## config.mk

```make
export PLATFORM = sky130hd
export DESIGN_NAME = rot90_ofifo
export DESIGN_NICKNAME = d
export VERILOG_FILES = /design/src/sv/rot90_pkg.sv /design/src/sv/rot90_ofifo.sv
export SDC_FILE = /design/constraint.sdc
export NUM_CORES = 1
export LEC_CHECK = 0
export BUFFER_PORTS_ARGS = -buffer_cell sky130_fd_sc_hd__buf_2
export CORE_MARGIN = 2
export CORE_UTILIZATION = 64
export DETAILED_ROUTE_END_ITERATION = 10
export GPL_TIMING_DRIVEN = 0
export PLACE_DENSITY = 0.84
export SETUP_SLACK_MARGIN = 0.3
export SYNTH_ARGS = -nofsm -noshare
export SYNTH_HDL_FRONTEND = slang
export SYNTH_SLANG_ARGS = --single-unit
```

## constraint.sdc

```tcl
create_clock -name clk_i -period 4.2 [get_ports clk_i]
set_input_delay 0.42 -clock clk_i [delete_from_list [all_inputs] [get_ports clk_i]]
set_output_delay 0.42 -clock clk_i [all_outputs]
set_load 0.01 [all_outputs]
```

## src/sv/rot90_pkg.sv

```systemverilog
// Shared constants, register map and types for the 90-degree frame rotator.
// No dependencies; imported by the interfaces, all modules and the checker.

package rot90_pkg;

  // Default largest frame edge in pixels
  localparam int unsigned MAX_DIM_DEF = 128;

  // Pixel word width
  localparam int unsigned PIX_W = 24;

  // Configuration port geometry
  localparam int unsigned CFG_AW = 4;
  localparam int unsigned CFG_DW = 32;

  // Register indexes, taken from paddr[3:2]
  localparam logic [1:0] REG_IMG_WIDTH  = 2'd0;
  localparam logic [1:0] REG_IMG_HEIGHT = 2'd1;
  localparam logic [1:0] REG_CCW        = 2'd2;
  localparam logic [1:0] REG_THREE_BYTE = 2'd3;

  // Register reset values
  localparam logic [7:0] RST_IMG_WIDTH  = 8'd128;
  localparam logic [7:0] RST_IMG_HEIGHT = 8'd128;
  localparam logic       RST_CCW        = 1'b0;
  localparam logic       RST_THREE_BYTE = 1'b1;

  // Operation codes on the input channel
  localparam logic OP_LOAD = 1'b0;
  localparam logic OP_READ = 1'b1;

  // Result queue depth and its occupancy counter width
  localparam int unsigned RES_DEPTH = 8;
  localparam int unsigned RES_CNT_W = $clog2(RES_DEPTH + 1);

  // One result word
  typedef struct packed {
    logic [PIX_W-1:0] pixel;
    logic             last;
  } rot90_res_t;

endpackage

```

## src/sv/rot90_ofifo.sv

```systemverilog
// Small result queue between the frame store read and the output channel.
// Depends on rot90_pkg for the result word type.

module rot90_ofifo import rot90_pkg::*; #(
  parameter int unsigned DEPTH = RES_DEPTH
) (
  input  logic       clk_i,
  input  logic       rst_ni,
  input  logic       push_i,
  input  rot90_res_t push_data_i,
  input  logic       pop_i,
  output logic       valid_o,
  output rot90_res_t data_o
);

  localparam int unsigned PTR_W = (DEPTH > 1) ? $clog2(DEPTH) : 1;
  localparam int unsigned CNT_W = $clog2(DEPTH + 1);

  rot90_res_t       entry_q [DEPTH];
  logic [PTR_W-1:0] wr_ptr_q, wr_ptr_d;
  logic [PTR_W-1:0] rd_ptr_q, rd_ptr_d;
  logic [CNT_W-1:0] count_q, count_d;
  logic             do_pop;

  assign valid_o = (count_q != '0);
  assign data_o  = entry_q[rd_ptr_q];
  assign do_pop  = pop_i && valid_o;

  // Advance pointers with wrap at the queue depth
  always_comb begin
    wr_ptr_d = wr_ptr_q;
    rd_ptr_d = rd_ptr_q;
    if (push_i) begin
      wr_ptr_d = (wr_ptr_q == PTR_W'(DEPTH - 1)) ? '0 : wr_ptr_q + 1'b1;
    end
    if (do_pop) begin
      rd_ptr_d = (rd_ptr_q == PTR_W'(DEPTH - 1)) ? '0 : rd_ptr_q + 1'b1;
    end
    count_d = count_q + CNT_W'(push_i) - CNT_W'(do_pop);
  end

  always_ff @(posedge clk_i or negedge rst_ni) begin
    if (!rst_ni) begin
      wr_ptr_q <= '0;
      rd_ptr_q <= '0;
      count_q  <= '0;
    end else begin
      wr_ptr_q <= wr_ptr_d;
      rd_ptr_q <= rd_ptr_d;
      count_q  <= count_d;
    end
  end

  // Hold result words
  always_ff @(posedge clk_i) begin
    if (push_i) begin
      entry_q[wr_ptr_q] <= push_data_i;
    end
  end

endmodule

```

# After elaboration in Yosys (flattened, before gate mapping)

Memories as Yosys holds them, arrays and structs flattened.
Cells that the tools add are included.
W data, S select, Z words.

Reduce and logical (&&, ||, !) cells: 2
Eq/ne operators: 2
$add $sub $neg: 4
Muxes and demuxes: 4

Operators with widths:

| operator              | number |
|---|---|
| $add A3 B1 Y3 const B | 2 |
| $eq A3 B3 Y1 const B  | 2 |
| $mux W3               | 2 |
| $add A4 B1 Y4         | 1 |
| $reduce_bool A4 Y1    | 1 |
| $sub A4 B1 Y4         | 1 |
| $mux W1               | 2 |
| $logic_and A1 B1 Y1   | 1 |

Output and inout bits: 26
Flip-flop bits (word level): 10
Logic and storage cells: 16
Memories: 1
Input bits: 29
Memory bits (writable): 200

Memory list:

| name    | depth | bits a word | read ports | clocked after memory_dff | write ports | line              | source |
|---|---|---|---|---|---|---|---|
| entry_q | 8     | 25          | 1          | 0                        | 1           | rot90_ofifo.sv:19 | `rot90_res_t entry_q [DEPTH];` |

# Longest topological paths before layout

Gate-level depths: netlist of the first run.

Depth in word-level cells: 3
Gate-level depth with buffers: 11
Gate-level depth less buffers: 11

# Worst setup path before layout of the first run

OpenSTA, ideal clock, no wires.

Path kind: register to register
Start point: register wr_ptr_q[2]
End point: memory entry_q[0][0] in the netlist's numbering (enable)
Setup time: 0.438 ns
Period minus slack after synthesis: 2.750 ns
Arrival: 2.311 ns
Cell stages (with the launch flop): 3
Required time: 3.762 ns
Path slack: 1.450 ns
Buffers on the path: 0
Path through: dfrtp_1 -> nand2b_1 -> nor3_1

RTL lines:

| element                | line              | source |
|---|---|---|
| from (decl)            | rot90_ofifo.sv:20 | `logic [PTR_W-1:0] wr_ptr_q, wr_ptr_d;` |
| from (signal assigned) | rot90_ofifo.sv:48 | `wr_ptr_q <= wr_ptr_d;` |
| to (decl)              | rot90_ofifo.sv:19 |  |

Straight into the memory's write port.

==> impl_metrics.ini, run 1 <==
[status]
status = completed

[place]
io_buffers = 54
dp_hpwl_um = 8960
placedCellCount = 578
gp_congestion = 0.715

[yosys]
ys.flop_type = edfxtp_1
synth_top_family_by_area = multiplexers
synth.most_common_cell = edfxtp_1
synth-xor-area-share_pct = 0.212
yosys_warnings = 0
synth_edf_count = 200
ys_seq_area_share_pct = 75.7
syn_nets = 386
syn_area_mm2 = 0.00827
synth_top_cells_by_area = edfxtp_1 73%, mux4_1 13%, mux2_2 4.1%
synthCells = 347
yosysTopAreaCell = edfxtp_1
synthAdderAreaFrac_pct = 1.60
synth_cell_types = 22
synth.avg_cell_area_um2 = 23.8
ys_seq_elements = 210
synth-compound-area-share_pct = 0.212
netlist.area_leader.share_pct = 72.7
synth_common_cells = 200 x edfxtp_1, 42 x mux4_1, 30 x mux2_2
async_reset_ff_share_pct = 4.76
synth_simple_gate_area_share_pct = 1.09
synth_mux_area_share_pct = 19.6

[clock_tree]
cts_tree = built
post_cts_buffers = 0
insertion_delay_ns = 0.48
cts_buffers = 20
htreeDepth = 1
cts-root-buf = clkbuf_16
clkTransAtPathRegs_ns = 0.06
cts-resized-gates = 0
clock_path_buffers = 3
clock_sinks = 210

[timing]
relSlewSlack_pct = 36.8
maxSlewViolCount = 0
whs_ns = 0.201
tightest_slew_ns = 0.946
fin_crit_sh_pct = 71.3
finalHoldViolations = 0
fin_skew_ns = 0.00842
grt_setup_unrepaired = false
finalSetupViolations = 0
finalSetupTns_ns = 0
max_freq_mhz = 334
layout_min_cycle_time_ns = 2.99

[floorplan]
die_w_um = 118
start_util_pct = 65.5
die_h_um = 118
ioPinCount = 55
core_mm2 = 0.0126
die_area_mm2 = 0.0138
rows = 41

[cells_and_area]
regArea_mm2 = 0.00626
multi_input_area_mm2 = 0.00193
nets = 468
area_growth_pct = 14.7
layoutNonFillerInstCount = 613
final_layout_size_suffix_gt1_share_pct = 30.6
final_core_util_pct = 75.1
nFillCells = 673
diodes = 0

[worst_setup_path]
end_kind = output port
arrival_ns = 2.57
reg2reg_depth = 11
r2r-start = count_q[2]$_DFF_PN0_
criticalPathCategory = reg2out
crit_required_ns = 3.78
r2r_end = count_q[3]$_DFF_PN0_
cp_max_fo = 10
r2r_slack_ns = 1.66
cp-start-kind = flip-flop

[route]
num_vias = 3785
drc = 0
first_pass_iters = 5
wl_per_cell_um = 24.5
drt-vias-per-instance = 6.17
routed_wl_um = 15000
ant_nets = 0
drt-initial-drc-count = 407

[power]
peakVddDrop_mv = 0.420
pwr-share-seq_pct = 42.4
internal_power_uw = 4600
p_leak_uw = 0.00330
p_sw_share_pct = 28.8
p_comb_share_pct = 31.9
finalPower_uw = 6460
power.density_mw_per_mm2 = 681
p_switching_uw = 1860
power.clock.fraction_pct = 25.7

[worst_hold_path]
hold_start = push_data_i[23]
min_to = entry_q[5][23]$_DFFE_PP_
worst_hold_path_type = in2reg
whs_path_depth = 1

[global_routing]
grt_pass1_vias = 3984
grt-ovfl-total = 0
grt_pass1_wl_um = 23200
antenna_found_initial = 0
grt_usage_pct = 22.8
grt_max_degree = 26

[run]
maxCapViolations = 0
[final cells by class]
class / instances / share of cell area (%)
multi-input cells: 114 / 20.4
flip-flops and latches: 210 / 66.0
well taps: 172 / 2.27
clock inverters: 9 / 0.686
plain buffers: 15 / 1.07
clock buffers: 25 / 5.70
repair buffers: 60 / 3.59
inverters: 8 / 0.317
[critical path, stage by stage (launching register included)]
cell and delay (ns):
dfrtp_1 0.36, clkbuf_1 0.24, clkbuf_1 0.64, mux4_1 0.42, mux2_2 0.29, buf_2 0.14
[worst max path at each step]
stage | startpoint | end | slack, ns
2_1_floorplan | wr_ptr_q[2]$_DFFE_PN0P_ | entry_q[0][0]$_DFFE_PP_ | 1.45
4_1_cts | rd_ptr_q[2]$_DFFE_PN0P_ | data_o[13] | 1.22
3_5_place_dp | rd_ptr_q[2]$_DFFE_PN0P_ | data_o[14] | 1.74
3_3_place_gp | push_i | entry_q[0][14]$_DFFE_PP_ | -0.24
6_report | rd_ptr_q[2]$_DFFE_PN0P_ | data_o[13] | 1.21
5_1_grt | rd_ptr_q[2]$_DFFE_PN0P_ | data_o[14] | 1.13
[registers in the layout, summed over array words and instances (netlist names)]
name and flops:
entry_q 200, count_q 4, wr_ptr_q 3, rd_ptr_q 3
[cells in the final DEF (no fill, tap or decap)]
cell / instances
buf_8: 1
mux4_1: 42
nand2_1: 4
a21oi_1: 1
nor2b_1: 1
buf_2: 54
dlygate4sd3_1: 1
inv_1: 8
buf_1: 1
ha_1: 9
nor3_2: 2
mux4_2: 8
o21ai_0: 1
xor2_1: 2
nand2b_1: 2
edfxtp_1: 200
clkbuf_16: 21
buf_6: 10
clkbuf_1: 12
clkinv_4: 1
nor2_4: 6
nand3b_1: 1
dfrtp_1: 10
nor2_1: 2
fa_1: 1
clkinv_1: 7
or3b_2: 1
bufinv_16: 1
mux2_2: 30
a21o_1: 1
[cells by family (layout without fill, tap and decap cells)]
logic type | Yosys count | in the layout
AND/OR/NAND/NOR | 19 | 19
adder cells (fa/ha/maj) | 10 | 10
buffers and inverters | 23 | 117
XOR/XNOR | 2 | 2
flip-flops | 210 | 210
multiplexers | 80 | 80
AO/OA/AOI/OAI | 3 | 3
[power groups by stage]
stage | Clock, uW | Combinational (uW) | Sequential [uW]
final | 1660 | 2060 | 2740
after global routing | 1780 | 2210 | 2760
after CTS | 1690 | 2080 | 2740
after detailed placement | 0 | 2060 | 2780
after global placement | 0 | 1930 | 2770
after floorplan | 0 | 1370 | 2740
[metrics by stage]
stage | area, um^2 | worst slack [ns]
6_report | 9480 | 1.21
5_1_grt | 9480 | 1.13
4_1_cts | 9480 | 1.22
3_5_place_dp | 8870 | 1.74
3_3_place_gp | 8750 | -0.236
2_1_floorplan | 8270 | 1.45
[per-layer routing]
metal,vias to the layer above,global-route usage [%],share of wire (%)
li1,1655,-,-
met3,23,3.92,6.5
met1,1950,30.8,39
met4,0,6.78,1.8
met2,157,38.8,52
met5,-,0,0
[what timing repair did]
| item | 4_1_cts | 5_1_grt |
|---|---|---|
| hold buffers | 1 | 0 |
| hold endpoints to repair | 10 | 0 |
| endpoints found under the setup margin | 0 | 0 |
Note: power is estimated with default switching activity, not from simulation.
==> inputs of run 2 (changes only) <==
Settings changed: CORE_UTILIZATION 64 to 54, PLACE_DENSITY 0.84 to 0.75.
Clock period 4.2 ns to 2.65 ns, I/O delays scaled along.
==> impl_metrics.ini, run 2 (same netlist as run 1, synthesis figures left out) <==
[timing]
maxSlewViolCount = 0
finalSetupViolations = 0
max_freq_mhz = 402
fin_ws_ns = 0.162
layout_min_cycle_time_ns = 2.49
tightest_slew_ns = 0.940
grt_setup_unrepaired = true
relSlewSlack_pct = 37.2
fin_crit_sh_pct = 93.9
fin_skew_ns = 0.0199
finalHoldViolations = 0

[global_routing]
grt-ovfl-total = 0
antenna_found_initial = 0
grt_usage_pct = 18.7
grt_max_degree = 26
grt_pass1_vias = 4000
grt_pass1_wl_um = 22500

[worst_setup_path]
r2r_slack_ns = 0.43
crit_required_ns = 2.38
cpMaxStageDelayCell = mux4_2
cp_cell_sequence = buf_12 -> clkbuf_16 -> mux4_2 -> mux2_4 -> buf_6
max_stage_delay_ns = 0.51
end_kind = output port
critPathBufInv = 3
arrival_ns = 2.22
cp_max_fo = 8
crit_family = multiplexers
cp-start-kind = flip-flop
criticalPathCategory = reg2out

[cells_and_area]
final_layout_size_suffix_gt1_share_pct = 43.8
layoutNonFillerInstCount = 639
layout_commonest_cell = edfxtp_1
reg_top3 = entry_q: 200 flops, count_q: 4 flops
largest_reg_flops = 200
area_growth_pct = 19.4
mostFrequentLayoutCells = 200 x edfxtp_1, 49 x mux4_2, 34 x buf_2
regMostFlops = entry_q
final_core_util_pct = 65.4
nets = 475
finish.instance_area_mm2 = 0.00987

[route]
routed_wl_um = 15600
ant_nets = 0
drt-vias-per-instance = 5.81
drc = 0
num_vias = 3712
drt-initial-drc-count = 326
wl_per_cell_um = 24.5
first_pass_iters = 4

[floorplan]
start_util_pct = 54.8
die_area_mm2 = 0.0163
rows = 45
die_w_um = 128
die_h_um = 128
ioPinCount = 55
core_mm2 = 0.0151

[clock_tree]
htreeDepth = 1
cts_buffers = 22
clock_sinks = 210
insertion_delay_ns = 0.50
cts_tree = built
clock_path_buffers = 3
cts-root-buf = clkbuf_16
clkTransAtPathRegs_ns = 0.06

[status]
status = completed

[power]
peakVddDrop_mv = 0.672
power.density_mw_per_mm2 = 1170
finalPower_uw = 11500
p_leak_uw = 0.00339

[place]
placedCellCount = 591
pre_cts_slack_ns = 0.162
io_buffers = 54
gp_congestion = 0.710
place_area_mm2 = 0.00888
dp_hpwl_um = 8510

[run]
maxCapViolations = 0

[worst_hold_path]
worst_hold_path_type = in2reg
-- run 2: cell count changes in the layout (fill, tap and decap cells not counted), moves of 3 or more --
cell / change
buf_12: +6
buf_2: -20
buf_6: +11
clkbuf_1: -6
clkbuf_16: +7
clkbuf_2: +3
clkbuf_4: +3
mux2_2: -13
mux2_4: +13
mux4_1: -41
mux4_2: +41
-- run 2: worst reg2reg max path, stage by stage (launching register included) --
cell and delay (ns):
dfrtp_1 0.36, inv_1 0.08, ha_1 0.15, or3b_4 0.39
nand2_4 0.07, inv_1 0.05, ha_1 0.28, inv_1 0.05
ha_2 0.18, fa_2 0.33, xor2_1 0.16
-- run 2: path summary, 6_finish.rpt --
kind,endpoint,startpoint,depth (start not counted)
hold reg to reg,wr_ptr_q[2]$_DFFE_PN0P_,wr_ptr_q[2]$_DFFE_PN0P_,1
setup reg to reg,count_q[2]$_DFF_PN0_,count_q[2]$_DFF_PN0_,10
max in group asynchronous,rd_ptr_q[0]$_DFFE_PN0P_,rst_ni,2
hold / removal,entry_q[2][8]$_DFFE_PP_,push_data_i[8],1
min in group asynchronous,rd_ptr_q[0]$_DFFE_PN0P_,rst_ni,2
setup / recovery,data_o[23],rd_ptr_q[0]$_DFFE_PN0P_,5
-- run 2: area by class of cell --
type / count / area [um^2]
Sequential cell: 210 / 6260
Fill cell: 1002 / 5220
Multi-Input combinational cell: 114 / 1860
Timing Repair Buffer: 65 / 619
Clock buffer: 28 / 573
Tap cell: 188 / 235
Buffer: 15 / 190
Clock inverter: 10 / 104
Inverter: 8 / 30.0
Antenna cell: 1 / 2.50
-- run 2: metal layers --
layer | GRT usage, % | wire length, um | vias to the layer above
met2 | 33.2 | 8050 | 130
met5 | 0 | 0 | -
met1 | 24.6 | 6380 | 1934
met4 | 4.33 | 229 | 0
li1 | - | - | 1629
met3 | 3.05 | 971 | 19
-- run 2: timing repair --
action                     4_1_cts  5_1_grt
hold endpoints to repair        10        0
buffers inserted                 1        1
gates resized for setup         31       78
pin swaps                        0        1
gates cloned                     0        6
setup endpoints to repair       28       27
hold buffers                     1        0
-- run 2: metrics by stage --
stage | hold slack [ns] | setup TNS (ns)
floorplan | -0.0306 | 0
global placement | 0.129 | -71.20
detailed placement | 0.131 | 0
CTS | 0.0164 | 0
global route | 0.0371 | 0
finish | 0.0220 | 0
-- run 2: where the power goes --
part,switching (uW),leakage [uW],internal (uW)
logic,1890,0.00113,2390
registers,182,0.00193,4190
clock network,1170,0.000327,1720
